**config.mk**
```make
export PLATFORM = sky130hd
export DESIGN_NAME = scti_interp
export DESIGN_NICKNAME = d
export VERILOG_FILES = /design/src/rtl/scti_pkg.sv /design/src/rtl/scti_interp.sv
export SDC_FILE = /design/constraint.sdc
export NUM_CORES = 2
export LEC_CHECK = 0
export BUFFER_PORTS_ARGS = -buffer_cell sky130_fd_sc_hd__buf_4
export CAP_MARGIN = 30
export CORE_MARGIN = 2
export CORE_UTILIZATION = 60
export DETAILED_ROUTE_END_ITERATION = 16
export PLACE_DENSITY = 0.77
export SYNTH_ARGS = -nofsm -noshare
export SYNTH_HDL_FRONTEND = slang
export SYNTH_SLANG_ARGS = --single-unit
```
**constraint.sdc**
```tcl
create_clock -name clk -period 12.6 [get_ports clk]
set_input_delay 1.89 -clock clk [delete_from_list [all_inputs] [get_ports clk]]
set_output_delay 1.89 -clock clk [all_outputs]
set_load 0.02 [all_outputs]
```
**src/rtl/scti_pkg.sv**
```systemverilog
package scti_pkg;

  localparam int TABLE_SIZE = 512;
  localparam int IDX_W      = $clog2(TABLE_SIZE);
  localparam int ADDR_W     = $clog2(TABLE_SIZE + 1);
  localparam int DATA_W     = 32;
  localparam int FRAC_W     = 40;
  localparam int POS_W      = FRAC_W + IDX_W;
  localparam int WEIGHT_W   = 30;

  localparam logic CMD_SINE   = 1'b0;
  localparam logic CMD_COSINE = 1'b1;

  // 1/(2*pi) in Q0.32
  localparam logic signed [DATA_W-1:0] INV_TWO_PI   = 32'sd683565276;
  localparam logic [FRAC_W-1:0]        QUARTER_TURN = FRAC_W'(1) << (FRAC_W - 2);
  localparam logic signed [63:0]       ROUND_HALF   = 64'sd1 <<< (WEIGHT_W - 1);
  localparam logic signed [DATA_W-1:0] ONE_Q30      = 32'sd1073741824;
  localparam logic [63:0]              PI_HALF_Q60  = 64'h1921FB54442D1847;

  typedef logic signed [DATA_W-1:0] rom_t [0:TABLE_SIZE];

  typedef struct packed {
    logic [IDX_W-1:0]    idx;
    logic [WEIGHT_W-1:0] weight;
  } phase_word_t;

  typedef struct packed {
    logic signed [DATA_W-1:0] a;
    logic signed [DATA_W-1:0] b;
    logic [WEIGHT_W-1:0]      weight;
  } sample_word_t;

  function automatic logic [63:0] mul_q60(logic [63:0] x, logic [63:0] y);
    logic [127:0] p;
    p = {64'd0, x} * {64'd0, y};
    return p[123:60];
  endfunction

  // restoring long division; divisor is small, so the remainder never overflows
  function automatic logic [63:0] div_u64(logic [63:0] num, logic [63:0] den);
    logic [63:0] rem;
    logic [63:0] quo;
    int          i;
    rem = 64'd0;
    quo = 64'd0;
    for (i = 63; i >= 0; i--) begin
      rem = {rem[62:0], num[i]};
      if (rem >= den) begin
        rem    = rem - den;
        quo[i] = 1'b1;
      end
    end
    return quo;
  endfunction

  // sin(pi/2 * m / n) in Q30, Taylor series in Q60
  function automatic logic signed [DATA_W-1:0] quarter_sine(logic [63:0] m, logic [63:0] n);
    logic [63:0] rem;
    logic [63:0] q;
    logic [63:0] x;
    logic [63:0] x2;
    logic [63:0] term;
    logic [63:0] sum;
    logic [63:0] r;
    logic [63:0] den;
    int          i;
    int          k;
    if (n == 64'd0 || m >= n) begin
      return ONE_Q30;
    end
    rem = m;
    q   = 64'd0;
    for (i = 0; i < 60; i++) begin
      rem = rem << 1;
      q   = q << 1;
      if (rem >= n) begin
        rem  = rem - n;
        q[0] = 1'b1;
      end
    end
    x    = mul_q60(q, PI_HALF_Q60);
    x2   = mul_q60(x, x);
    term = x;
    sum  = x;
    for (k = 1; k <= 13; k++) begin
      den  = 64'((2 * k) * (2 * k + 1));
      term = div_u64(mul_q60(term, x2), den);
      if (k[0]) begin
        sum = sum - term;
      end else begin
        sum = sum + term;
      end
    end
    r = (sum + (64'd1 << 29)) >> 30;
    if (r > 64'(ONE_Q30)) begin
      r = 64'(ONE_Q30);
    end
    return signed'(r[DATA_W-1:0]);
  endfunction

  function automatic rom_t build_rom();
    rom_t        rom;
    logic [63:0] p4;
    logic [63:0] k;
    logic [63:0] m;
    logic [63:0] n;
    int          p;
    n = 64'(TABLE_SIZE);
    for (p = 0; p <= TABLE_SIZE; p++) begin
      p4 = 64'(4 * p);
      k  = p4 / TABLE_SIZE;
      m  = p4 - k * n;
      case (k)
        64'd0:   rom[p] = quarter_sine(m, n);
        64'd1:   rom[p] = quarter_sine(n - m, n);
        64'd2:   rom[p] = -quarter_sine(m, n);
        64'd3:   rom[p] = -quarter_sine(n - m, n);
        default: rom[p] = '0;
      endcase
    end
    return rom;
  endfunction

endpackage

```
**src/rtl/scti_interp.sv**
```systemverilog
module scti_interp import scti_pkg::*; (
  input  logic                     clk,
  input  logic                     rst_n,
  input  logic                     in_valid,
  input  sample_word_t             in_word,
  output logic                     in_stall,
  output logic                     out_valid,
  output logic signed [DATA_W-1:0] out_value,
  input  logic                     out_stall
);

  logic                     s4_v_r;
  logic signed [DATA_W-1:0] s4_a_r;
  logic signed [DATA_W:0]   s4_diff_r;
  logic [WEIGHT_W-1:0]      s4_w_r;
  logic                     s5_v_r;
  logic signed [DATA_W-1:0] s5_a_r;
  logic signed [63:0]       s5_prod_r;
  logic                     s6_v_r;
  logic signed [DATA_W-1:0] s6_value_r;
  logic                     s4_en;
  logic                     s5_en;
  logic                     s6_en;
  logic signed [DATA_W:0]   diff;
  logic signed [WEIGHT_W:0] w_s;
  logic signed [63:0]       prod;
  logic signed [63:0]       t_sum;
  logic signed [63:0]       t_shift;

  assign s6_en    = !s6_v_r || !out_stall;
  assign s5_en    = !s5_v_r || s6_en;
  assign s4_en    = !s4_v_r || s5_en;
  assign in_stall = !s4_en;

  assign diff = {in_word.b[DATA_W-1], in_word.b} - {in_word.a[DATA_W-1], in_word.a};

  always_ff @(posedge clk) begin
    if (!rst_n) begin
      s4_v_r <= 1'b0;
      s5_v_r <= 1'b0;
      s6_v_r <= 1'b0;
    end else begin
      if (s4_en) begin
        s4_v_r <= in_valid;
      end
      if (s5_en) begin
        s5_v_r <= s4_v_r;
      end
      if (s6_en) begin
        s6_v_r <= s5_v_r;
      end
    end
  end

  assign w_s  = $signed({1'b0, s4_w_r});
  assign prod = s4_diff_r * w_s;

  // round half up, then floor
  assign t_sum   = s5_prod_r + ROUND_HALF;
  assign t_shift = t_sum >>> WEIGHT_W;

  always_ff @(posedge clk) begin
    if (s4_en && in_valid) begin
      s4_a_r    <= in_word.a;
      s4_diff_r <= diff;
      s4_w_r    <= in_word.weight;
    end
    if (s5_en && s4_v_r) begin
      s5_a_r    <= s4_a_r;
      s5_prod_r <= prod;
    end
    if (s6_en && s5_v_r) begin
      s6_value_r <= s5_a_r + t_shift[DATA_W-1:0];
    end
  end

  assign out_valid = s6_v_r;
  assign out_value = s6_value_r;

endmodule

```
======== Word level (Yosys, flattened, before mapping) ========
Cells that the tools add are included.
word-level totals
  input bits .............................. 98
  flip-flop bits (word level) ............. 224
cells by class
  $add $sub $neg .......................... 3
  multipliers ............................. 1
  reduce and logical (&&, ||, !) cells .... 11
operators with widths
  cell                                            number
  adder 62 x 31 -> 62 bit, second input constant  1
  multiplier 33 x 31 -> 62 bit                    1
  subtractor 32 x 32 -> 33 bit                    1
  adder 32 bit                                    1
  logical NOT 1 bit                               5
  logical AND 1 bit                               3
  logical OR 1 bit                                3

======== Logic depth before layout (Yosys ltp) ========
  depth in word-level cells ............... 5
  depth in mapped cells ................... 29
  gate-level depth less buffers ........... 28

======== Worst setup path after synthesis ========
Ideal clock, no wire load.
  path kind ............................... reg-to-reg
  from .................................... register s4_diff_r[32]
  to ...................................... register s5_prod_r[61], data pin
  period minus slack after synthesis ...... 7.834 ns
  arrival ................................. 7.574 ns
  slack ................................... 4.766 ns
  library setup time ...................... 0.260 ns
  stages on the path, launching flop included .. 23
  cell sequence ........................... edfxtp_1 > clkbuf_1 > clkbuf_1 > nand2_1 > fa_1 > fa_1 > fa_1 > fa_1 > inv_1 > fa_1 > inv_1 > fa_1 > fa_1 > fa_1 > inv_1 > ha_1 > nand4_1 > or2_2 > a2111oi_0 > nor2_1 > o311ai_1 > a31oi_1 > xnor2_1
on the way
  word-level cells in the longest chain between the ends .. 1
ends and longest elaborated chain
  item                          line               RTL
  start, declared               scti_interp.sv:14  logic signed [DATA_W:0] s4_diff_r;
  start signal, assigned        scti_interp.sv:65  s4_diff_r <= diff;
  multiplier 33 x 31 -> 62 bit  scti_interp.sv:56  assign prod = s4_diff_r * w_s;
  net prod[61]                  scti_interp.sv:26  logic signed [63:0] prod;
  end signal, assigned          scti_interp.sv:70  s5_prod_r <= prod;
  end, declared                 scti_interp.sv:18  logic signed [63:0] s5_prod_r;
The timed path passes the listed nets, and every way through them passes these cells.
A chain may end at the register's enable or synchronous reset.

======== Worst setup path after layout ========
  from .................................... register s4_w_r[4]
  to ...................................... register s5_prod_r[59], data pin
on the way
  word-level cells in the longest chain between the ends .. 1
ends and longest elaborated chain
  item                          line               RTL
  start, declared               scti_interp.sv:15  logic [WEIGHT_W-1:0] s4_w_r;
  start signal, assigned        scti_interp.sv:66  s4_w_r <= in_word.weight;
  multiplier 33 x 31 -> 62 bit  scti_interp.sv:56
  net prod[59]                  scti_interp.sv:26
The timed path passes the listed nets, and every way through them passes these cells.

==> metrics.txt <==
# TYPE chip_impl_metric gauge
chip_impl_metric{name="synth-edff-count",unit=""} 192
chip_impl_metric{name="report.final.setup_viol",unit=""} 0
chip_impl_metric{name="grt.total_usage",unit="%"} 32.00
chip_impl_metric{name="fin_nets",unit=""} 5647
chip_impl_metric{name="path_max_fanout",unit=""} 31
chip_impl_info{name="slowest_stage",value="sky130_fd_sc_hd__fa_1"} 1
chip_impl_metric{name="postSynth.asyncResetShare",unit="%"} 0
chip_impl_metric{name="synth_sequential_area_ratio",unit="%"} 13.53
chip_impl_metric{name="critical_path.max_stage_delay",unit="ns"} 0.84
chip_impl_metric{name="cts_post_setup_buffers_inserted",unit=""} 0
chip_impl_metric{name="io_pins",unit=""} 132
chip_impl_metric{name="grt.met3_usage",unit="%"} 5.043
chip_impl_metric{name="post_synth_cell_types",unit=""} 59
chip_impl_metric{name="multi_input_area",unit="sq um"} 33040
chip_impl_metric{name="drcViolationCount",unit=""} 0
chip_impl_metric{name="seqCellArea",unit="sq um"} 5826
chip_impl_metric{name="final_min_period_over_clock_period",unit="%"} 71.26
chip_impl_info{name="synth_area_leaders",value="sky130_fd_sc_hd__fa_1, sky130_fd_sc_hd__edfxtp_1, sky130_fd_sc_hd__and2_1"} 1
chip_impl_metric{name="critical_path_arrival",unit="ns"} 9.24
chip_impl_metric{name="timing.final.max_slew_violations",unit=""} 0
chip_impl_info{name="rsz0062_at_grt",value="no"} 1
chip_impl_info{name="path_delay_family",value="adder cells"} 1
chip_impl_metric{name="average_routed_wire_per_standard_cell",unit="microns"} 21.38
chip_impl_info{name="timing.critical_path.mode_cell",value="sky130_fd_sc_hd__fa_1"} 1
chip_impl_metric{name="buffers_from_clock_root_to_sink_at_most",unit=""} 2
chip_impl_metric{name="grt_pass1_vias",unit=""} 33312
chip_impl_metric{name="detail_route.first_pass.iterations",unit=""} 6
chip_impl_info{name="regToRegEndpoint",value="s5_prod_r[59]"} 1
chip_impl_metric{name="post-dp-hpwl",unit="mm"} 83.12
chip_impl_metric{name="grt_max_degree",unit=""} 66
chip_impl_metric{name="final_report_hold_violation_count",unit=""} 0
chip_impl_metric{name="core",unit="sq um"} 71240
chip_impl_metric{name="max_freq",unit="GHz"} 0.1114
chip_impl_info{name="tritoncts",value="yes"} 1
chip_impl_metric{name="synth_warnings",unit=""} 0
chip_impl_metric{name="cts-buffers-inserted",unit=""} 17
chip_impl_metric{name="initial_utilization",unit="%"} 60.46
chip_impl_metric{name="critical_path_depth_in_cells",unit=""} 21
chip_impl_metric{name="synth_top_cell_area_share",unit="%"} 47.64
chip_impl_metric{name="grt.met2_usage",unit="%"} 56.03
chip_impl_metric{name="filler_cell_count",unit=""} 5647
chip_impl_info{name="reg2reg_from",value="s4_w_r[4]"} 1
chip_impl_metric{name="grt_antenna_before_repair",unit=""} 1
chip_impl_metric{name="wirelength",unit="mm"} 112.2
chip_impl_metric{name="cts-htree-levels",unit=""} 4
chip_impl_metric{name="via_per_inst",unit=""} 5.724
chip_impl_metric{name="ant_nets",unit=""} 0
chip_impl_info{name="critical_path.cell_chain",value="buf_4, nand2_1, fa_1, fa_1, fa_1, fa_1, inv_1, fa_1, inv_1, fa_1, fa_1, fa_1, inv_1, ha_1, nand4_1, or2_2, a2111oi_0, nor2_1, o311ai_1, a21o_1, xor2_1"} 1
chip_impl_metric{name="worst_pin_slew",unit="ns"} 0.9712
chip_impl_metric{name="synth_area_per_cell",unit="sq um"} 10.12
chip_impl_metric{name="overflow",unit=""} 0
chip_impl_metric{name="timing.max_cap.violations",unit=""} 0
chip_impl_metric{name="final_replace_weighted_congestion",unit=""} 0.9198
chip_impl_metric{name="resized_gates_after_cts",unit=""} 0
chip_impl_metric{name="floorplan.die.height",unit="microns"} 271.9
chip_impl_metric{name="io_buffers",unit=""} 131
chip_impl_metric{name="cell_count_of_the_worst_hold_path",unit=""} 0
chip_impl_metric{name="area_growth",unit="%"} 6.083
chip_impl_metric{name="cts.hold.buffers_added",unit=""} 0
chip_impl_metric{name="final_layout_size_suffix_gt1_share",unit="%"} 5.658
chip_impl_metric{name="grt_pass1_wl",unit="mm"} 179.5
chip_impl_info{name="timing.setup.critical_path_class",value="reg2reg"} 1
chip_impl_metric{name="clk_pin_slew_worst_paths",unit="ns"} 0.10
chip_impl_metric{name="netlist_area",unit="sq um"} 43070
chip_impl_info{name="timing.critical_path.from",value="s4_w_r[4]"} 1
chip_impl_metric{name="clkLatencyLatePin",unit="ns"} 0.52
chip_impl_info{name="worst_hold_path_type",value="reg2reg"} 1
chip_impl_metric{name="synthesis.nets",unit=""} 5619
chip_impl_metric{name="clock_sink_count",unit=""} 195
chip_impl_metric{name="gr-usage-met1",unit="%"} 37.74
chip_impl_metric{name="timing.critical_path.required",unit="ns"} 12.86
chip_impl_metric{name="crit_buf_inv",unit=""} 4
chip_impl_metric{name="std_cell_rows",unit=""} 98
chip_impl_metric{name="die_area",unit="sq um"} 73940
chip_impl_metric{name="drt_iter0_markers",unit=""} 2103
chip_impl_metric{name="fin_worst_skew",unit="ns"} 0.02830
chip_impl_metric{name="vias",unit=""} 30032
chip_impl_metric{name="synth.ff_latch_count",unit=""} 195
chip_impl_info{name="grt_most_used_layer",value="met2"} 1
chip_impl_metric{name="regToRegSetupSlack",unit="ns"} 3.62
chip_impl_info{name="synth_top_cell_by_area",value="sky130_fd_sc_hd__fa_1"} 1
chip_impl_metric{name="max_slew_margin",unit="%"} 35.25
chip_impl_info{name="start_kind",value="register"} 1
chip_impl_metric{name="post_synth_inst_count",unit=""} 4254
chip_impl_info{name="synth-main-ff-cell",value="sky130_fd_sc_hd__edfxtp_1"} 1
chip_impl_metric{name="die_w",unit="microns"} 271.9
chip_impl_info{name="result_of_the_run",value="complete, no violations"} 1
chip_impl_metric{name="timing.reg2reg.worst_path_depth",unit=""} 21
chip_impl_info{name="cp-end-kind",value="register"} 1
chip_impl_metric{name="finalCriticalPeriod",unit="ns"} 8.978
chip_impl_info{name="critical_path.endpoint",value="s5_prod_r[59]"} 1
chip_impl_metric{name="finalSetupTns",unit="ns"} 0
chip_impl_info{name="clockRootBuffer",value="sky130_fd_sc_hd__clkbuf_16"} 1
==> cell usage after synthesis, drive strengths merged, types with 4 or more instances <==
| library cell | instances |
|---|---|
| fa | 1025 |
| inv | 936 |
| and2 | 592 |
| nand2 | 459 |
| ha | 242 |
| edfxtp | 192 |
| clkbuf | 191 |
| xnor2 | 96 |
| nor2 | 83 |
| a21oi | 72 |
| o21ai | 47 |
| a21o | 40 |
| nand3 | 34 |
| xor2 | 34 |
| nor3 | 27 |
| o21a | 22 |
| nand4 | 17 |
| nor2b | 17 |
| a31oi | 11 |
| and3 | 11 |
| nand2b | 10 |
| o21bai | 9 |
| a211o | 7 |
| a2111oi | 6 |
| a21boi | 6 |
| o211ai | 6 |
| a211oi | 5 |
| o31ai | 5 |
| nor3b | 4 |
| o2111ai | 4 |
| o31a | 4 |
==> metal layers <==
| layer | vias to the layer above | wire length (microns) |
|---|---|---|
| li1 | 12681 | - |
| met1 | 15585 | 39490 |
| met2 | 1326 | 57290 |
| met3 | 440 | 8001 |
| met4 | 0 | 7412 |
| met5 | - | 0 |
==> cells in the final DEF (no fill, tap or decap), types with 3 or more instances in the layout <==
| cell | Yosys | final |
|---|---|---|
| sky130_fd_sc_hd__a2111oi_0 | 5 | 5 |
| sky130_fd_sc_hd__a211o_1 | 7 | 7 |
| sky130_fd_sc_hd__a211oi_1 | 5 | 5 |
| sky130_fd_sc_hd__a21boi_0 | 5 | 4 |
| sky130_fd_sc_hd__a21o_1 | 40 | 40 |
| sky130_fd_sc_hd__a21oi_1 | 71 | 71 |
| sky130_fd_sc_hd__a221o_1 | 3 | 3 |
| sky130_fd_sc_hd__a31oi_1 | 10 | 10 |
| sky130_fd_sc_hd__and2_1 | 592 | 592 |
| sky130_fd_sc_hd__and3_1 | 11 | 11 |
| sky130_fd_sc_hd__and4_1 | 3 | 3 |
| sky130_fd_sc_hd__buf_4 | 0 | 199 |
| sky130_fd_sc_hd__clkbuf_16 | 0 | 17 |
| sky130_fd_sc_hd__dfxtp_1 | 3 | 3 |
| sky130_fd_sc_hd__edfxtp_1 | 192 | 192 |
| sky130_fd_sc_hd__fa_1 | 1025 | 1025 |
| sky130_fd_sc_hd__ha_1 | 242 | 242 |
| sky130_fd_sc_hd__inv_1 | 936 | 936 |
| sky130_fd_sc_hd__inv_6 | 0 | 4 |
| sky130_fd_sc_hd__nand2_1 | 459 | 459 |
| sky130_fd_sc_hd__nand2b_1 | 10 | 10 |
| sky130_fd_sc_hd__nand3_1 | 34 | 34 |
| sky130_fd_sc_hd__nand4_1 | 17 | 17 |
| sky130_fd_sc_hd__nor2_1 | 83 | 83 |
| sky130_fd_sc_hd__nor2b_1 | 17 | 15 |
| sky130_fd_sc_hd__nor3_1 | 27 | 27 |
| sky130_fd_sc_hd__nor3b_1 | 4 | 4 |
| sky130_fd_sc_hd__o2111ai_1 | 4 | 4 |
| sky130_fd_sc_hd__o211ai_1 | 6 | 6 |
| sky130_fd_sc_hd__o21a_1 | 22 | 22 |
| sky130_fd_sc_hd__o21ai_0 | 45 | 45 |
| sky130_fd_sc_hd__o21bai_1 | 9 | 9 |
| sky130_fd_sc_hd__o31a_1 | 4 | 4 |
| sky130_fd_sc_hd__o31ai_1 | 5 | 5 |
| sky130_fd_sc_hd__or3_1 | 3 | 3 |
| sky130_fd_sc_hd__or4_1 | 3 | 3 |
| sky130_fd_sc_hd__xnor2_1 | 96 | 96 |
| sky130_fd_sc_hd__xor2_1 | 34 | 34 |
==> flip-flops by register name, summed over array words and instances (netlist names) <==
signal     flops
s5_v_r         1
s5_prod_r     33
out_valid      1
out_value     32
s5_a_r        32
s4_diff_r     33
s4_v_r         1
s4_w_r        30
s4_a_r        32
==> logic make-up (layout without fill, tap and decap cells) <==
logic type / count (synthesis) / after routing / share of synthesized area [%]
buf+inv: 1127 / 1168 / 9.822
flops: 195 / 195 / 13.53
simple gates: 1267 / 1267 / 15.12
other cells: 0 / 2 / 0
compound gates: 266 / 266 / 4.166
xor+xnor: 130 / 130 / 2.644
mux: 2 / 2 / 0.04648
fa+ha+maj: 1267 / 1267 / 54.67
==> per-stage QoR <==
step / hold slack, ns / cell area [sq um] / util (%) / instances / worst slack [ns]
2_1_floorplan: 0.4003 / 43070 / - / 4254 / 4.766
3_3_place_gp: 0.4012 / 45060 / 63.25 / 5212 / 4.037
3_5_place_dp: 0.4045 / 45080 / 63.28 / 5213 / 3.843
4_1_cts: 0.4146 / 45680 / 64.13 / 5245 / 3.785
5_1_grt: 0.4197 / 45680 / 64.13 / 5245 / 3.285
6_report: 0.4157 / 45690 / 64.13 / 5247 / 3.622
==> final cells by class <==
| cell class | count | share of cell area (%) |
|---|---|---|
| clock buffers | 18 | 0.9393 |
| diodes | 2 | 0.01095 |
| repair buffers | 200 | 3.314 |
| clock inverters | 14 | 0.3807 |
| well taps | 950 | 2.602 |
| multi-input cells | 2932 | 72.31 |
| inverters | 936 | 7.690 |
| flip-flops and latches | 195 | 12.75 |
==> worst min path at each step <==
stage / startpoint / endpoint / slack [ns]
after floorplan: s4_a_r[0] / s5_a_r[0] / 0.40
after global placement: s4_a_r[8] / s5_a_r[8] / 0.40
after detailed placement: s4_a_r[11] / s5_a_r[11] / 0.40
after CTS: s4_a_r[7] / s5_a_r[7] / 0.41
after global routing: s4_a_r[24] / s5_a_r[24] / 0.42
final: s4_a_r[9] / s5_a_r[9] / 0.42
Power is left out: the tool's default activity adds up to more than one toggle a clock period on the data nets, which glitch-free logic cannot reach.
