<file path="src/rtl/scti_pkg.sv">
package scti_pkg;

  localparam int TABLE_SIZE = 512;
  localparam int IDX_W      = $clog2(TABLE_SIZE);
  localparam int ADDR_W     = $clog2(TABLE_SIZE + 1);
  localparam int DATA_W     = 32;
  localparam int FRAC_W     = 40;
  localparam int POS_W      = FRAC_W + IDX_W;
  localparam int WEIGHT_W   = 30;

  localparam logic CMD_SINE   = 1'b0;
  localparam logic CMD_COSINE = 1'b1;

  // 1/(2*pi) in Q0.32
  localparam logic signed [DATA_W-1:0] INV_TWO_PI   = 32'sd683565276;
  localparam logic [FRAC_W-1:0]        QUARTER_TURN = FRAC_W'(1) << (FRAC_W - 2);
  localparam logic signed [63:0]       ROUND_HALF   = 64'sd1 <<< (WEIGHT_W - 1);
  localparam logic signed [DATA_W-1:0] ONE_Q30      = 32'sd1073741824;
  localparam logic [63:0]              PI_HALF_Q60  = 64'h1921FB54442D1847;

  typedef logic signed [DATA_W-1:0] rom_t [0:TABLE_SIZE];

  typedef struct packed {
    logic [IDX_W-1:0]    idx;
    logic [WEIGHT_W-1:0] weight;
  } phase_word_t;

  typedef struct packed {
    logic signed [DATA_W-1:0] a;
    logic signed [DATA_W-1:0] b;
    logic [WEIGHT_W-1:0]      weight;
  } sample_word_t;

  function automatic logic [63:0] mul_q60(logic [63:0] x, logic [63:0] y);
    logic [127:0] p;
    p = {64'd0, x} * {64'd0, y};
    return p[123:60];
  endfunction

  // restoring long division; divisor is small, so the remainder never overflows
  function automatic logic [63:0] div_u64(logic [63:0] num, logic [63:0] den);
    logic [63:0] rem;
    logic [63:0] quo;
    int          i;
    rem = 64'd0;
    quo = 64'd0;
    for (i = 63; i >= 0; i--) begin
      rem = {rem[62:0], num[i]};
      if (rem >= den) begin
        rem    = rem - den;
        quo[i] = 1'b1;
      end
    end
    return quo;
  endfunction

  // sin(pi/2 * m / n) in Q30, Taylor series in Q60
  function automatic logic signed [DATA_W-1:0] quarter_sine(logic [63:0] m, logic [63:0] n);
    logic [63:0] rem;
    logic [63:0] q;
    logic [63:0] x;
    logic [63:0] x2;
    logic [63:0] term;
    logic [63:0] sum;
    logic [63:0] r;
    logic [63:0] den;
    int          i;
    int          k;
    if (n == 64'd0 || m >= n) begin
      return ONE_Q30;
    end
    rem = m;
    q   = 64'd0;
    for (i = 0; i < 60; i++) begin
      rem = rem << 1;
      q   = q << 1;
      if (rem >= n) begin
        rem  = rem - n;
        q[0] = 1'b1;
      end
    end
    x    = mul_q60(q, PI_HALF_Q60);
    x2   = mul_q60(x, x);
    term = x;
    sum  = x;
    for (k = 1; k <= 13; k++) begin
      den  = 64'((2 * k) * (2 * k + 1));
      term = div_u64(mul_q60(term, x2), den);
      if (k[0]) begin
        sum = sum - term;
      end else begin
        sum = sum + term;
      end
    end
    r = (sum + (64'd1 << 29)) >> 30;
    if (r > 64'(ONE_Q30)) begin
      r = 64'(ONE_Q30);
    end
    return signed'(r[DATA_W-1:0]);
  endfunction

  function automatic rom_t build_rom();
    rom_t        rom;
    logic [63:0] p4;
    logic [63:0] k;
    logic [63:0] m;
    logic [63:0] n;
    int          p;
    n = 64'(TABLE_SIZE);
    for (p = 0; p <= TABLE_SIZE; p++) begin
      p4 = 64'(4 * p);
      k  = p4 / TABLE_SIZE;
      m  = p4 - k * n;
      case (k)
        64'd0:   rom[p] = quarter_sine(m, n);
        64'd1:   rom[p] = quarter_sine(n - m, n);
        64'd2:   rom[p] = -quarter_sine(m, n);
        64'd3:   rom[p] = -quarter_sine(n - m, n);
        default: rom[p] = '0;
      endcase
    end
    return rom;
  endfunction

endpackage

</file>
<file path="src/rtl/scti_phase.sv">
module scti_phase import scti_pkg::*; (
  input  logic                     clk,
  input  logic                     rst_n,
  input  logic                     in_valid,
  input  logic                     in_command,
  input  logic signed [DATA_W-1:0] in_angle,
  output logic                     in_stall,
  output logic                     out_valid,
  output phase_word_t              out_word,
  input  logic                     out_stall
);

  logic               s1_v_r;
  logic               s1_cmd_r;
  logic [FRAC_W-1:0]  s1_frac_r;
  logic               s1_en;
  logic               s2_v_r;
  phase_word_t        s2_word_r;
  logic               s2_en;
  logic signed [63:0] turn_prod;
  logic [FRAC_W-1:0]  frac;
  logic [POS_W-1:0]   pos;

  assign s2_en    = !s2_v_r || !out_stall;
  assign s1_en    = !s1_v_r || s2_en;
  assign in_stall = !s1_en;

  // angle in turns, Q8.56; whole turns drop out by keeping the low bits
  assign turn_prod = in_angle * INV_TWO_PI;

  always_ff @(posedge clk) begin
    if (!rst_n) begin
      s1_v_r <= 1'b0;
    end else if (s1_en) begin
      s1_v_r <= in_valid;
    end
  end

  always_ff @(posedge clk) begin
    if (s1_en && in_valid) begin
      s1_cmd_r  <= in_command;
      s1_frac_r <= turn_prod[55:16];
    end
  end

  assign frac = s1_frac_r + ((s1_cmd_r == CMD_COSINE) ? QUARTER_TURN : '0);
  assign pos  = POS_W'(frac) * POS_W'(TABLE_SIZE);

  always_ff @(posedge clk) begin
    if (!rst_n) begin
      s2_v_r <= 1'b0;
    end else if (s2_en) begin
      s2_v_r <= s1_v_r;
    end
  end

  always_ff @(posedge clk) begin
    if (s2_en && s1_v_r) begin
      s2_word_r.idx    <= pos[POS_W-1:FRAC_W];
      s2_word_r.weight <= pos[FRAC_W-1 -: WEIGHT_W];
    end
  end

  assign out_valid = s2_v_r;
  assign out_word  = s2_word_r;

  a_accept_moves: assert property (@(posedge clk) disable iff (!rst_n)
    (in_valid && !in_stall) |=> s1_v_r)
    else $error("accepted word did not enter first stage");

endmodule

</file>
<file path="config.mk">
export PLATFORM = sky130hd
export DESIGN_NAME = scti_phase
export DESIGN_NICKNAME = d
export VERILOG_FILES = /design/src/rtl/scti_pkg.sv /design/src/rtl/scti_phase.sv
export SDC_FILE = /design/constraint.sdc
export NUM_CORES = 1
export LEC_CHECK = 0
export BUFFER_PORTS_ARGS = -buffer_cell sky130_fd_sc_hd__buf_2
export CORE_MARGIN = 1
export CORE_UTILIZATION = 35
export CTS_BUF_LIST = sky130_fd_sc_hd__clkbuf_4 sky130_fd_sc_hd__clkbuf_8 sky130_fd_sc_hd__clkbuf_16
export CTS_CLUSTER_DIAMETER = 80
export DETAILED_ROUTE_END_ITERATION = 7
export GPL_TIMING_DRIVEN = 0
export PLACE_DENSITY = 0.61
export SKIP_CTS_REPAIR_TIMING = 1
export SLEW_MARGIN = 20
export SYNTH_ARGS = -nofsm -noshare
export SYNTH_HDL_FRONTEND = slang
export SYNTH_SLANG_ARGS = --single-unit
export TNS_END_PERCENT = 100
</file>
<file path="constraint.sdc">
create_clock -name clk -period 10.75 [get_ports clk]
set_input_delay 1.075 -clock clk [delete_from_list [all_inputs] [get_ports clk]]
set_output_delay 1.075 -clock clk [all_outputs]
set_load 0.05 [all_outputs]
</file>
; ---- Word level (Yosys, flattened, before mapping)
; Index checks and enable logic that the tools add are counted.
[totals]
latchBits = 0
romBits = 0
input_bits = 37
ram_bits = 0
ff_bits = 82
mem_count = 0
[op_classes]
eq_ne = 0
n_div = 0
order_cmp = 0
n_mux = 1
bitwise = 0
n_reduce_logical = 8
shift = 0
add_sub_neg = 1
mul = 1
[op_table]
columns = cell, count
row1 = "32-bit by 29-bit multiplier with 54-bit output, second input constant", 1
row2 = 40-bit by 39-bit adder with 40-bit output, 1
row3 = 39-bit 2-to-1 mux, 1
row4 = 1-bit zero test, 4
row5 = 1-bit logical AND, 2
row6 = 1-bit logical OR, 2

; ---- Depth between registers and ports, before layout
; Gate-level depths: netlist of run 1.
[logic_depth]
word_depth = 4
depth_mapped = 26
mapped_depth_nobuf = 24

; ---- Worst setup path before layout of run 1
; Ideal clock, no wire load.
[synth_timing]
kind = in2reg
from = in in_angle[31]
to = reg s1_frac_r[36] (data pin)
setup_time_ps = 260
arrival_time_ps = 7088
path_stages = 20
setup_slack_ps = 3402
required_time_ps = 10490
cell_sequence = clkbuf_1 -> inv_1 -> fa_1 -> inv_1 -> fa_1 -> fa_1 -> fa_1 -> fa_1 -> inv_1 -> fa_1 -> inv_1 -> ha_1 -> nand2_1 -> o21a_1 -> o21ai_0 -> nor2_1 -> o21a_1 -> o31a_1 -> o31ai_2 -> xnor2_1
[synth_via]
elab_chain_cells = 1
[synth_lines]
columns = element, line
row1 = "start, declared", scti_phase.sv:6  ; input logic signed [DATA_W-1:0] in_angle,
row2 = 32-bit by 29-bit multiplier with 54-bit output, scti_phase.sv:29  ; assign turn_prod = in_angle * INV_TWO_PI;
row3 = via turn_prod[52], scti_phase.sv:20  ; logic signed [63:0] turn_prod;
row4 = "end signal, assigned", scti_phase.sv:42  ; s1_frac_r <= turn_prod[55:16];
row5 = "end, declared", scti_phase.sv:15  ; logic [FRAC_W-1:0] s1_frac_r;
; The timed path passes the listed nets, and every way through them passes these cells.
; A chain may end at the register's enable or synchronous reset.

; ---- Worst setup path in the final report of run 1
[layout_timing]
from = in in_angle[31]
to = reg s1_frac_r[39] (data pin)
; The elaborated chain is that of the path after synthesis.

==> out/qor.yml, run 1 <==
run_status:
  run_status: "complete, no violations"
sta:
  hold_viol_final: 0
  slew-limit-headroom_pct: 34.2
  timing.fmax_mhz: 126
  postLayoutSetupSlackWorst_ns: 2.80
  rsz_0062_raised_after_global_routing: "false"
  final_min_period_over_clock_period_pct: 73.9
  fin_setup_tns_ns: 0
  max_slew.worst_pin.slew_ns: 0.988
  finalCriticalPeriod_ns: 7.95
  hold_ws_ns: 0.417
  maxSlewViolCount: 0
  finClkSkew_ns: 0.00510
  timing.final.setup_violations: 0
clock_network:
  htree_levels: 3
  worstSkewPairLatency_ns: 0.34
  cts_buffer_depth: 2
  clock-sinks: 81
  cts_tree: "yes"
  clk_pin_slew_worst_paths_ns: 0.06
  ctsRootBufferMaster: "sky130_fd_sc_hd__clkbuf_16"
  cts_inserted_buffers: 9
worst_setup_path:
  critPathMaxStageDelay_ns: 0.73
  cp-start-kind: "input pin"
  crit_arrival_ns: 8.02
  required_ns: 10.82
  cpMaxStageDelayCell: "sky130_fd_sc_hd__buf_2"
  timing.critical_path.cells: "buf_2 > clkbuf_1 > inv_4 > fa_1 > inv_1 > fa_1 > fa_1 > fa_1 > fa_1 > inv_1 > fa_1 > inv_1 > ha_1 > a21oi_1 > o21a_1 > o21ai_0 > nor2_1 > o21a_1 > o31a_1 > o221ai_1 > xnor2_1"
  setup.worst_path.end_class: "flip-flop"
  timing.critical_path.mode_cell: "sky130_fd_sc_hd__fa_1"
  timing_worst_setup_path_type: "in2reg"
  critical_path_peak_fanout: 36
global_route:
  groute.usage.overall_pct: 16.5
  global_route_wire_length_before_repair_um: 67800
  grt_max_degree: 37
  number_of_global_route_vias_before_repair: 12700
  antenna_found_initial: 3
  grt.overflow.total: 0
yosys:
  yosys_register_bits: 81
  postSynthAreaPerCell_um2: 10.7
  synth.net_count: 2497
  synth-edff-count: 79
  synth_sequential_area_ratio_pct: 12.8
  synthesis.instances: 1756
  yosysWarningCount: 0
  syn-cell-area_mm2: 0.0188
  post_synthesis_cell_type_count: 53
  synthArstFlopShare_pct: 0
  synth_flop_cell: "sky130_fd_sc_hd__edfxtp_1"
floorplanning:
  floorplan.die.height_um: 234
  placement_rows: 84
  core_area_mm2: 0.0528
  pin_count: 78
  die_area_mm2: 0.0546
  dieWidth_um: 234
  starting_density_of_the_core_pct: 35.6
detailed_routing:
  dr_total_vias: 11400
  detail_route.first_pass.iterations: 7
  drtAntennaViolNets: 0
  detail_route.wirelength_um: 42100
  drc: 0
  drt_iter0_markers: 477
  drt-wirelength-per-cell_um: 16.6
  post_drt_via_cell_ratio: 4.47
final_layout:
  fin_cells: 2542
  num-nets-final: 2587
  n_fill_cell: 5163
  final_cell_mix: "sky130_fd_sc_hd__inv_1, sky130_fd_sc_hd__fa_1, sky130_fd_sc_hd__ha_1"
  layout_commonest_cell: "sky130_fd_sc_hd__inv_1"
  fraction_of_layout_cells_with_a_size_suffix_above_1_pct: 6.37
  area.growth.synth_to_final_pct: 8.89
flow_run:
  max_cap_viols: 0
placement:
  placed_cells_incl_taps: 2523
  preCtsSetupSlack_ns: 2.39
  hpwl_um: 38100
  port_buffers: 77
  globalplace.congestion: 0.922
worst_hold_path:
  worstHoldPathType: "reg2reg"
synthesized netlist by cell type, drive strengths merged, types with 8 or more instances:
cell type | instances | area, µm²
nor2 | 22 | 82.6
nand3 | 12 | 60.1
o21a | 8 | 67.6
edfxtp | 79 | 2370
fa | 411 | 8230
a21oi | 47 | 246
xor2 | 21 | 184
nand2 | 27 | 101
o21bai | 8 | 60.1
inv | 667 | 2500
ha | 293 | 3670
a21o | 19 | 143
xnor2 | 34 | 298
o21ai | 28 | 144
nand4 | 11 | 75.1
routing by layer:
| metal | global-route usage (%) | wire, µm | vias to the layer above | share of wire, % |
|---|---|---|---|---|
| met2 | 28.9 | 21300 | 188 | 51 |
| met1 | 21.0 | 18100 | 5722 | 43 |
| met5 | 0 | 0 | - | 0 |
| li1 | - | - | 5405 | - |
| met4 | 4.87 | 969 | 0 | 2.3 |
| met3 | 2.36 | 1740 | 48 | 4.1 |
final timing paths:
check             cells past startpoint                       to                     from  slack, ns
setup / recovery                     21  s1_frac_r[39]$_DFFE_PP_             in_angle[31]       2.80
hold / removal                        0    out_word[9]$_DFFE_PP_  s1_frac_r[10]$_DFFE_PP_       0.42
setup reg to reg                      3   s1_frac_r[7]$_DFFE_PP_   out_valid$_SDFFE_PN0P_       9.22
hold reg to reg                       0    out_word[9]$_DFFE_PP_  s1_frac_r[10]$_DFFE_PP_       0.42
worst max-delay path, delay by kind of cell:
family,cells,cell delay [ns]
and+or+nand+nor,1,0.15
buffers and inverters,6,1.92
xor gates and xnor gates,1,0.16
AOI/OAI and AO/OA,6,1.14
adders and majority gates,7,3.52
sequential cells by signal (all words and copies together) (netlist names):
| name | count |
|---|---|
| s1_cmd_r | 1 |
| s1_frac_r | 39 |
| out_valid | 1 |
| s1_v_r | 1 |
| out_word | 39 |
logic make-up (layout without fill, tap and decap cells):
kind of cell / after synthesis / after routing / synth area share [%]
XOR/XNOR: 55 / 55 / 2.56
flip-flops: 81 / 81 / 12.8
other: 0 / 3 / 0
AND/OR/NAND/NOR: 95 / 95 / 2.50
adder cells (fa/ha/maj): 704 / 704 / 63.3
buffers and inverters: 677 / 772 / 13.6
AO/OA/AOI/OAI: 143 / 143 / 5.16
multiplexers: 1 / 1 / 0.0533
per-stage QoR:
stage                     utilization, %  instance area [µm²]
after floorplan                        -                18800
after global placement              38.0                20000
after detailed placement            38.1                20100
after CTS                           38.8                20400
after global routing                38.8                20500
final                               38.8                20500
final cells by class:
| cell class | count | area (µm²) | area share (%) |
|---|---|---|---|
| Antenna cell | 3 | 7.51 | 0.0367 |
| Clock buffer | 10 | 233 | 1.14 |
| Timing Repair Buffer | 79 | 433 | 2.12 |
| Multi-Input combinational cell | 998 | 13800 | 67.7 |
| Sequential cell | 81 | 2410 | 11.8 |
| Tap cell | 688 | 861 | 4.21 |
| Buffer | 10 | 42.5 | 0.208 |
| Inverter | 667 | 2510 | 12.3 |
| Clock inverter | 6 | 115 | 0.563 |
Power of run 1 is not shown: default switching activity piles up to over one toggle a cycle in this logic, so the estimate is an artifact.
==> inputs of run 2 (changes only) <==
--- a/config.mk
+++ b/config.mk
@@ -12,7 +12,7 @@
 export CTS_CLUSTER_DIAMETER = 80
 export DETAILED_ROUTE_END_ITERATION = 7
 export GPL_TIMING_DRIVEN = 0
-export PLACE_DENSITY = 0.61
+export PLACE_DENSITY = 0.63
 export SKIP_CTS_REPAIR_TIMING = 1
 export SLEW_MARGIN = 20
 export SYNTH_ARGS = -nofsm -noshare
==> constraint.sdc (replaced) <==
create_clock -name clk -period 7.1 [get_ports clk]
set_input_delay 0.71 -clock clk [delete_from_list [all_inputs] [get_ports clk]]
set_output_delay 0.71 -clock clk [all_outputs]
set_load 0.05 [all_outputs]
==> out/qor.yml, run 2 (same netlist as run 1, synthesis figures left out) <==
run_status:
  run_status: "complete, no violations"
detailed_routing:
  drt_iter0_markers: 472  # -1.0%
  dr_total_vias: 11800  # +3.7%
  drt-wirelength-per-cell_um: 16.7  # +0.84%
  post_drt_via_cell_ratio: 4.53  # +1.4%
  drtAntennaViolNets: 0  # unchanged
  drc: 0  # unchanged
  detail_route.wirelength_um: 43400  # +3.1%
  detail_route.first_pass.iterations: 7  # unchanged
global_route:
  grt.overflow.total: 0  # unchanged
  global_route_wire_length_before_repair_um: 68500  # +1.0%
  groute.usage.overall_pct: 16.6  # +0.065 points
  antenna_found_initial: 0  # -3
  number_of_global_route_vias_before_repair: 12900  # +1.3%
  grt_max_degree: 37  # unchanged
worst_hold_path:
  timing.hold.worst_path_depth: 0  # unchanged
  worstHoldPathType: "reg2reg"
worst_setup_path:
  worstRegToRegCells: 3  # unchanged
  critPathMaxStageDelay_ns: 0.57  # -0.16 ns
  crit_arrival_ns: 7.11  # -0.91 ns
  worst_path_dominant_cell_family: "adder cells"
  cp-start-kind: "input pin"
  required_ns: 7.18  # -3.64 ns
  critical_path_cell_count: 23  # +9.5%
  critical_path_peak_fanout: 7  # -81%
  timing.critical_path.cells: "buf_4 > clkinvlp_4 > buf_4 > fa_1 > inv_1 > fa_1 > ha_1 > fa_1 > fa_1 > fa_1 > fa_1 > inv_1 > fa_2 > inv_1 > ha_4 > a21o_1 > a21oi_2 > nor2b_2 > a211oi_1 > o211a_1 > o31a_1 > o221ai_2 > xnor2_1"
  setup.worst_path.end_class: "flip-flop"
  cpMaxStageDelayCell: "sky130_fd_sc_hd__fa_1"
  timing.critical_path.mode_cell: "sky130_fd_sc_hd__fa_1"
  timing_worst_setup_path_type: "in2reg"
  crit_buf_inv: 6  # unchanged
final_layout:
  finish.utilization_pct: 40.2  # +1.4 points
  num-nets-final: 2647  # +2.3%
  antenna_cell_count: 0  # -3
  layout_commonest_cell: "sky130_fd_sc_hd__inv_1"
  area.growth.synth_to_final_pct: 13.0
  final_cell_mix: "sky130_fd_sc_hd__inv_1, sky130_fd_sc_hd__fa_1, sky130_fd_sc_hd__ha_1"
  n_fill_cell: 5110  # -1.0%
  fraction_of_layout_cells_with_a_size_suffix_above_1_pct: 12.7  # +6.3 points
floorplanning:
  core_area_mm2: 0.0528  # unchanged
  pin_count: 78  # unchanged
  dieWidth_um: 234  # unchanged
  starting_density_of_the_core_pct: 35.6  # unchanged
  die_area_mm2: 0.0546  # unchanged
  placement_rows: 84  # unchanged
  floorplan.die.height_um: 234  # unchanged
clock_network:
  worstSkewPairLatency_ns: 0.35  # about the same
  htree_levels: 3  # unchanged
  ctsRootBufferMaster: "sky130_fd_sc_hd__clkbuf_16"
  clk_pin_slew_worst_paths_ns: 0.06  # about the same
  cts_inserted_buffers: 9  # unchanged
  cts_buffer_depth: 2  # unchanged
  clock-sinks: 81  # unchanged
  cts_tree: "yes"
sta:
  max_slew.worst_pin.slew_ns: 0.650  # -0.337 ns
  maxSlewViolCount: 0  # unchanged
  slew-limit-headroom_pct: 56.6  # +22 points
  timing.final.setup_violations: 0  # unchanged
  timing.fmax_mhz: 142
  final_min_period_over_clock_period_pct: 99.1
  fin_setup_tns_ns: 0  # unchanged
  hold_viol_final: 0  # unchanged
  finalCriticalPeriod_ns: 7.04
  rsz_0062_raised_after_global_routing: "true"
  finClkSkew_ns: 0.00665  # +0.00155 ns
flow_run:
  max_cap_viols: 0  # unchanged
placement:
  port_buffers: 77  # unchanged
  globalplace.congestion: 0.956  # +3.6%
  hpwl_um: 38300  # +0.39%
==> run 2: cell count changes in the layout (fill, tap and decap cells not counted), moves of 7 or more <==
cell / before / now
sky130_fd_sc_hd__ha_1: 293 / 281
sky130_fd_sc_hd__clkbuf_4: 1 / 9
sky130_fd_sc_hd__inv_1: 666 / 640
sky130_fd_sc_hd__clkinvlp_4: 1 / 27
sky130_fd_sc_hd__buf_6: 0 / 9
sky130_fd_sc_hd__ha_4: 0 / 7
sky130_fd_sc_hd__buf_2: 81 / 62
sky130_fd_sc_hd__buf_4: 0 / 63
==> run 2: per-stage QoR <==
| step | hold slack (ns) | setup WS, ns | instance area [µm²] | instances |
|---|---|---|---|---|
| after detailed placement | 0.405 | -0.898 | 20100 | 2523 |
| after floorplan | 0.400 | 0.117 | 18800 | 1756 |
| after CTS | 0.418 | -0.498 | 20400 | 2539 |
| after global placement | 0.402 | -1.65 | 20000 | 2521 |
| after global routing | 0.419 | -0.0851 | 21200 | 2599 |
| final | 0.414 | 0.0643 | 21200 | 2599 |
==> run 2: final timing paths <==
path / from / to / slack (ns)
setup / recovery: in_angle[12] / s1_frac_r[39]$_DFFE_PP_ / 0.06
setup reg to reg: out_valid$_SDFFE_PN0P_ / s1_frac_r[7]$_DFFE_PP_ / 5.57
hold / removal: s1_frac_r[14]$_DFFE_PP_ / out_word[13]$_DFFE_PP_ / 0.41
hold reg to reg: s1_frac_r[14]$_DFFE_PP_ / out_word[13]$_DFFE_PP_ / 0.41
==> run 2: final cells by class <==
cell class / count / area (µm²) / share of cell area (%)
repair buffers: 141 / 992 / 4.68
multi-input cells: 998 / 14000 / 66.1
plain buffers: 8 / 36.3 / 0.171
well taps: 688 / 861 / 4.06
clock buffers: 10 / 233 / 1.10
flip-flops and latches: 81 / 2410 / 11.4
inverters: 667 / 2600 / 12.3
clock inverters: 6 / 50.0 / 0.236
==> run 2: layer usage <==
layer	GRT usage, %	vias up	part of all wire [%]
met5	0	-	0
met3	2.32	38	3.8
met1	21.0	6031	43
met4	4.63	0	1.8
met2	29.3	185	51
li1	-	5524	-
Power of run 2 is left out for the same reason.
